File: src/hw/rtl/blm_pkg.sv
// Shared constants, types and the threshold ladder for the battery level monitor.
// No dependencies.
`timescale 1ns / 1ps
`default_nettype none

package blm_pkg;

    localparam int unsigned ADC_W   = 10;
    localparam int unsigned LEVEL_W = 7;
    localparam int unsigned RUN_W   = 4;
    localparam int unsigned DATA_W  = 32;
    localparam int unsigned ADDR_W  = 3;
    localparam int unsigned STEPS   = 10;

    // Register indexes, taken from paddr[2]
    localparam logic REG_SHUTDOWN_LEVEL = 1'b0;
    localparam logic REG_CONFIRM_COUNT  = 1'b1;

    localparam logic [LEVEL_W-1:0] SHUTDOWN_LEVEL_RST = 7'd10;
    localparam logic [RUN_W-1:0]   CONFIRM_COUNT_RST  = 4'd5;

    // Filter: (old*9 + step)/10, divide done as *6554 >> 16 (exact for this range)
    localparam int unsigned SUM_W  = 11;
    localparam int unsigned RECIP_W = 13;
    localparam int unsigned PROD_W = SUM_W + RECIP_W;
    localparam int unsigned RECIP_SHIFT = 16;
    localparam logic [SUM_W-1:0]   FILT_OLD_WEIGHT = 11'd9;
    localparam logic [RECIP_W-1:0] RECIP_TEN       = 13'd6554;

    localparam logic [LEVEL_W-1:0] LEVEL_MAX = 7'd100;
    localparam logic [LEVEL_W-1:0] LEVEL_STEP = 7'd10;

    typedef logic [ADC_W-1:0] t_bound_arr [STEPS];

    localparam t_bound_arr LADDER_BOUNDS = '{
        10'd809, 10'd791, 10'd779, 10'd767, 10'd759,
        10'd753, 10'd749, 10'd741, 10'd728, 10'd635
    };

    // Highest rung whose bound the sample exceeds; 0 when it exceeds none of them.
    function automatic logic [LEVEL_W-1:0] ladder_step(input logic [ADC_W-1:0] sample);
        logic [LEVEL_W-1:0] lvl;
        lvl = '0;
        for (int i = STEPS - 1; i >= 0; i--) begin
            if (sample > LADDER_BOUNDS[i]) begin
                lvl = LEVEL_MAX - LEVEL_STEP * LEVEL_W'(i);
            end
        end
        return lvl;
    endfunction

endpackage

`default_nettype wire

File: src/hw/rtl/battery_level_monitor_unit.sv
// Battery level monitor: threshold ladder, low-pass filter and shutdown confirm.
// Uses blm_pkg for the ladder, filter constants and register indexes.
// A result is registered and valid in the cycle after its input beat is accepted.
// Throughput: one beat per cycle unless a result is held by i_out_stall, which raises
// o_in_stall; the filter and run count update at accept; the result holds while stalled.
// Reset (synchronous, active low): registers to 10 / 5, filter empty, run count zero.
`timescale 1ns / 1ps
`default_nettype none

module battery_level_monitor_unit (
    input  wire logic                          i_clk,
    input  wire logic                          i_rst_n,

    input  wire logic                          psel,
    input  wire logic                          penable,
    input  wire logic                          pwrite,
    input  wire logic [blm_pkg::ADDR_W-1:0]    paddr,
    input  wire logic [blm_pkg::DATA_W-1:0]    pwdata,
    output logic      [blm_pkg::DATA_W-1:0]    prdata,
    output logic                               pready,

    input  wire logic                          i_in_valid,
    output logic                               o_in_stall,
    input  wire logic [blm_pkg::ADC_W-1:0]     i_adc_sample,

    output logic                               o_out_valid,
    input  wire logic                          i_out_stall,
    output logic      [blm_pkg::LEVEL_W-1:0]   o_step_level,
    output logic      [blm_pkg::LEVEL_W-1:0]   o_filtered_level,
    output logic                               o_shutdown_request
);
    import blm_pkg::*;

    logic [LEVEL_W-1:0] r_shutdown_level;
    logic [RUN_W-1:0]   r_confirm_count;
    logic [LEVEL_W-1:0] r_filt;
    logic               r_have_value;
    logic [RUN_W-1:0]   r_low_run;
    logic               r_out_valid;
    logic [LEVEL_W-1:0] r_step_out;
    logic [LEVEL_W-1:0] r_filt_out;
    logic               r_req_out;

    logic               w_cfg_wr;
    logic               w_in_acc;
    logic [LEVEL_W-1:0] w_step;
    logic [SUM_W-1:0]   w_sum;
    logic [PROD_W-1:0]  w_prod;
    logic [LEVEL_W-1:0] n_filt;
    logic [RUN_W-1:0]   w_run_inc;
    logic [RUN_W-1:0]   n_low_run;
    logic               n_req;

    // ---------------- configuration port ----------------
    assign pready   = 1'b1;
    assign w_cfg_wr = psel && penable && pwrite;

    always_comb begin
        prdata = '0;
        unique case (paddr[2])
            REG_SHUTDOWN_LEVEL: prdata = DATA_W'(r_shutdown_level);
            REG_CONFIRM_COUNT:  prdata = DATA_W'(r_confirm_count);
            default:            prdata = '0;
        endcase
    end

    always_ff @(posedge i_clk) begin
        if (!i_rst_n) begin
            r_shutdown_level <= SHUTDOWN_LEVEL_RST;
            r_confirm_count  <= CONFIRM_COUNT_RST;
        end else if (w_cfg_wr) begin
            unique case (paddr[2])
                REG_SHUTDOWN_LEVEL: r_shutdown_level <= pwdata[LEVEL_W-1:0];
                REG_CONFIRM_COUNT:  r_confirm_count  <= pwdata[RUN_W-1:0];
                default: ;
            endcase
        end
    end

    // ---------------- datapath ----------------
    assign o_in_stall = r_out_valid && i_out_stall;
    assign w_in_acc   = i_in_valid && !o_in_stall;

    assign w_step = ladder_step(i_adc_sample);
    assign w_sum  = SUM_W'(r_filt) * FILT_OLD_WEIGHT + SUM_W'(w_step);
    assign w_prod = PROD_W'(w_sum) * PROD_W'(RECIP_TEN);

    always_comb begin
        if (r_have_value) begin
            n_filt = w_prod[RECIP_SHIFT +: LEVEL_W];
        end else begin
            n_filt = w_step;
        end
    end

    assign w_run_inc = r_low_run + RUN_W'(1);

    always_comb begin
        n_req     = 1'b0;
        n_low_run = '0;
        if (n_filt <= r_shutdown_level) begin
            if (w_run_inc >= r_confirm_count) begin
                n_req = 1'b1;
            end else begin
                n_low_run = w_run_inc;
            end
        end
    end

    always_ff @(posedge i_clk) begin
        if (!i_rst_n) begin
            r_filt       <= '0;
            r_have_value <= 1'b0;
            r_low_run    <= '0;
            r_out_valid  <= 1'b0;
        end else begin
            if (w_in_acc) begin
                r_filt       <= n_filt;
                r_have_value <= 1'b1;
                r_low_run    <= n_low_run;
                r_out_valid  <= 1'b1;
            end else if (!i_out_stall) begin
                r_out_valid  <= 1'b0;
            end
        end
    end

    always_ff @(posedge i_clk) begin
        if (w_in_acc) begin
            r_step_out <= w_step;
            r_filt_out <= n_filt;
            r_req_out  <= n_req;
        end
    end

    assign o_out_valid        = r_out_valid;
    assign o_step_level       = r_step_out;
    assign o_filtered_level   = r_filt_out;
    assign o_shutdown_request = r_req_out;

    // ---------------- assertions ----------------
    a_acc_gives_result: assert property (@(posedge i_clk) disable iff (!i_rst_n)
        w_in_acc |=> r_out_valid)
        else $error("accepted beat produced no result");

    a_filter_range: assert property (@(posedge i_clk) disable iff (!i_rst_n)
        r_filt <= LEVEL_MAX)
        else $error("filtered level above 100");

    a_req_clears_run: assert property (@(posedge i_clk) disable iff (!i_rst_n)
        (r_out_valid && r_req_out) |-> (r_low_run == '0))
        else $error("run count not cleared after shutdown request");

    a_no_acc_when_held: assert property (@(posedge i_clk) disable iff (!i_rst_n)
        (r_out_valid && i_out_stall) |-> !w_in_acc)
        else $error("input accepted while result held");

endmodule

`default_nettype wire
File: config.mk
export PLATFORM = sky130hd
export DESIGN_NAME = battery_level_monitor_unit
export DESIGN_NICKNAME = d
export VERILOG_FILES = /design/src/hw/rtl/blm_pkg.sv /design/src/hw/rtl/battery_level_monitor_unit.sv
export SDC_FILE = /design/constraint.sdc
export NUM_CORES = 1
export LEC_CHECK = 0
export ABC_AREA = 1
export BUFFER_PORTS_ARGS = -buffer_cell sky130_fd_sc_hd__buf_4
export CORE_MARGIN = 8
export CORE_UTILIZATION = 50
export DETAILED_ROUTE_END_ITERATION = 6
export PLACE_DENSITY = 0.77
export SLEW_MARGIN = 30
export SYNTH_ARGS = -nofsm -noshare
export SYNTH_HDL_FRONTEND = slang
export SYNTH_SLANG_ARGS = --single-unit
File: constraint.sdc
create_clock -name i_clk -period 8.1 [get_ports i_clk]
set_input_delay 0.405 -clock i_clk [delete_from_list [all_inputs] [get_ports i_clk]]
set_output_delay 0.405 -clock i_clk [all_outputs]
set_load 0.005 [all_outputs]
==> flow_metrics.py <==
metrics = {
    "yosys": {
        "yosys-top-cells-area": "ha_1 22%, fa_1 14%, inv_1 9.7%",
        "ys_ff_latch": 38,
        "synth_ff_type": "dfxtp_1",
        "synth_top_cell_by_area": "ha_1",
        "synth_enable_flop_cells": 14,
        "synthDominantCellAreaShare": 0.222,
        "synthesis.area_mm2": 0.00502,
        "ys_seq_area_frac": 0.180,
        "syn_inst": 646,
        "yosysUniqueCellTypes": 40,
        "synth_commonest_cells": "129 x inv_1, 112 x nand2_1, 89 x ha_1",
        "synth_most_common_cell": "inv_1",
        "synth_area_per_cell_um2": 7.76,
        "async_flop_share": 0,
        "yosysWarnings": 0,
    },
    "global_route": {
        "grt_overflow": 0,
        "grt_pass1_wl_mm": 20.6,
        "track_usage": 0.189,
        "antenna_found_initial": 0,
        "grt_max_degree": 31,
        "grt_pass1_vias": 4696,
    },
    "floorplanning": {
        "boundaryPins": 102,
        "rows": 36,
        "core-area_mm2": 0.00977,
        "die_h_um": 116,
        "initial_core_util": 0.513,
        "die_width_um": 116,
        "die-area_mm2": 0.0135,
    },
    "sta": {
        "min_period_ns": 7.82,
        "maxSlewHeadroom": 0.649,
        "finClkSkew_ns": 0.00555,
        "hold_viol": 0,
        "setup_slack_ns": 0.282,
        "slew_viol_final": 0,
        "worst_pin_slew_ns": 0.521,
        "fin_crit_sh": 0.965,
        "setup_viol": 0,
        "fmax_mhz": 128,
        "worst_hold_slack_ns": 0.349,
    },
    "cts": {
        "htreeDepth": 2,
        "clockRootBuffer": "clkbuf_8",
        "clk_pin_slew_ns": 0.07,
        "clk_path_buf_depth": 2,
        "hold_buffers": 0,
        "numCtsBuffers": 5,
        "insertion_delay_ns": 0.28,
        "cts.sinks": 38,
        "cts_tree": "yes",
    },
    "drt": {
        "first_pass_iters": 4,
        "drc": 0,
        "vias": 4462,
        "viasPerCell": 5.07,
        "ant_nets": 0,
        "dr.first_iter.drc_count": 313,
        "drt-total-wl_mm": 12.9,
        "avgRoutedWirePerCell_um": 14.6,
    },
    "finish": {
        "postLayoutCellArea_mm2": 0.00614,
        "diodes": 0,
        "area_growth_pct": 22.4,
        "drive_above_1_share": 0.224,
        "nNetsFinal": 921,
        "utilization": 0.628,
    },
    "critical_path": {
        "reg2regPathDepth": 33,
        "endpoint_kind": "flop",
        "max_stage_delay_ns": 0.55,
        "crit_cells": 45,
        "worstSetupStartpointType": "input port",
        "cp.arrival_ns": 8.03,
        "path_delay_family": "adder cells",
        "critPathBufInv": 6,
        "reg2reg_slack_ns": 0.67,
        "setup.worst_path.end": "r_low_run[3]$_SDFFE_PN0P_",
        "cp-startpoint": "i_adc_sample[8]",
        "crit_required_ns": 8.31,
        "worstPathMaxFanout": 7,
        "cp_common_cell": "nand2_1",
        "cp_slowest_cell": "fa_1",
        "r2r_start": "r_filt[6]$_SDFFE_PN0P_",
        "path_class": "input port to flop",
        "r2r-end": "r_low_run[3]$_SDFFE_PN0P_",
    },
    "min_path": {
        "hp-class": "input port to flop",
    },
    "place": {
        "globalplace.congestion": 0.903,
        "post_dp_cell_area_mm2": 0.00572,
        "dp_hpwl_mm": 10.5,
        "pre_cts_ws_ns": -0.224,
        "port_buffers": 47,
    },
    "outcome": {
        "status": "complete, no violations",
    },
    "run": {
        "max_cap_violations": 0,
    },
}
==> worst min path at each step <==
| stage | from | endpoint | slack, ns | cells past startpoint |
|---|---|---|---|---|
| after detailed placement | r_confirm_count[3]$_SDFFE_PN0P_ | r_confirm_count[3]$_SDFFE_PN0P_ | 0.48 | 2 |
| final | pwdata[2] | r_confirm_count[2]$_SDFFE_PN1P_ | 0.35 | 3 |
| after global placement | r_confirm_count[1]$_SDFFE_PN0P_ | r_confirm_count[1]$_SDFFE_PN0P_ | 0.47 | 2 |
| after CTS | pwdata[2] | r_confirm_count[2]$_SDFFE_PN1P_ | 0.34 | 3 |
| after global routing | pwdata[2] | r_confirm_count[2]$_SDFFE_PN1P_ | 0.34 | 3 |
| after floorplan | r_confirm_count[1]$_SDFFE_PN0P_ | r_confirm_count[1]$_SDFFE_PN0P_ | 0.45 | 2 |
==> repair_timing <==
action | in CTS | in global routing
setup buffers | 0 | 11
endpoints found under the hold margin | 0 | 0
resized for setup | 0 | 49
setup endpoints to repair | 0 | 5
==> layout make-up <==
cell class / count / area (um^2)
multi-input cells: 467 / 3740
inverters: 134 / 503
well taps: 133 / 166
repair buffers: 100 / 751
flip-flops and latches: 38 / 901
clock buffers: 8 / 80.1
fillers: 863 / 3630
==> cells in the final DEF (no fill, tap or decap), types with 7 or more instances in the layout <==
cell type,synthesis,final
a21oi_1,41,35
a21oi_2,3,8
buf_4,27,100
conb_1,2,27
dfxtp_1,24,24
edfxtp_1,14,14
fa_1,34,33
ha_1,89,77
ha_4,0,9
inv_1,129,128
nand2_1,112,104
nand2_2,3,10
nand3_1,37,31
nand3_2,1,7
nor2_1,43,38
o21ai_0,26,24
==> per-stage QoR <==
stage	std cells	setup TNS, ns
4_1_cts	869	0
2_1_floorplan	671	0
6_report	880	0
3_3_place_gp	861	0
5_1_grt	880	-0.368
3_5_place_dp	861	-0.687
==> tightest hold or removal path, cell delays in order <==
cell and delay (ns):
buf_4 0.09, a21oi_1 0.05, o21ai_0 0.05
==> logic make-up (layout without fill, tap and decap cells) <==
| family | after synthesis | after routing | synth area share |
|---|---|---|---|
| flip-flops | 38 | 38 | 0.180 |
| XOR/XNOR | 14 | 14 | 0.0312 |
| buffers and inverters | 166 | 242 | 0.145 |
| adder cells (fa/ha/maj) | 123 | 123 | 0.358 |
| other | 2 | 27 | 0.00150 |
| AO/OA/AOI/OAI | 93 | 93 | 0.108 |
| AND/OR/NAND/NOR | 210 | 210 | 0.178 |
==> metal layers <==
metal	vias up	share of wire	GRT usage
met1	2120	0.41	0.215
met3	20	0.032	0.0305
li1	2214	-	-
met5	-	0	0
met4	0	0.020	0.0484
met2	108	0.54	0.357
==> state kept, by name, summed over array words and instances, names as in the netlist <==
signal              flops
r_have_value            1
o_shutdown_request      1
r_low_run               4
r_shutdown_level        7
o_filtered_level        7
o_step_level            6
r_confirm_count         4
r_filt                  7
o_out_valid             1
Power is left out: the tool's default activity adds up to more than one toggle a clock period on the data nets, which glitch-free logic cannot reach.
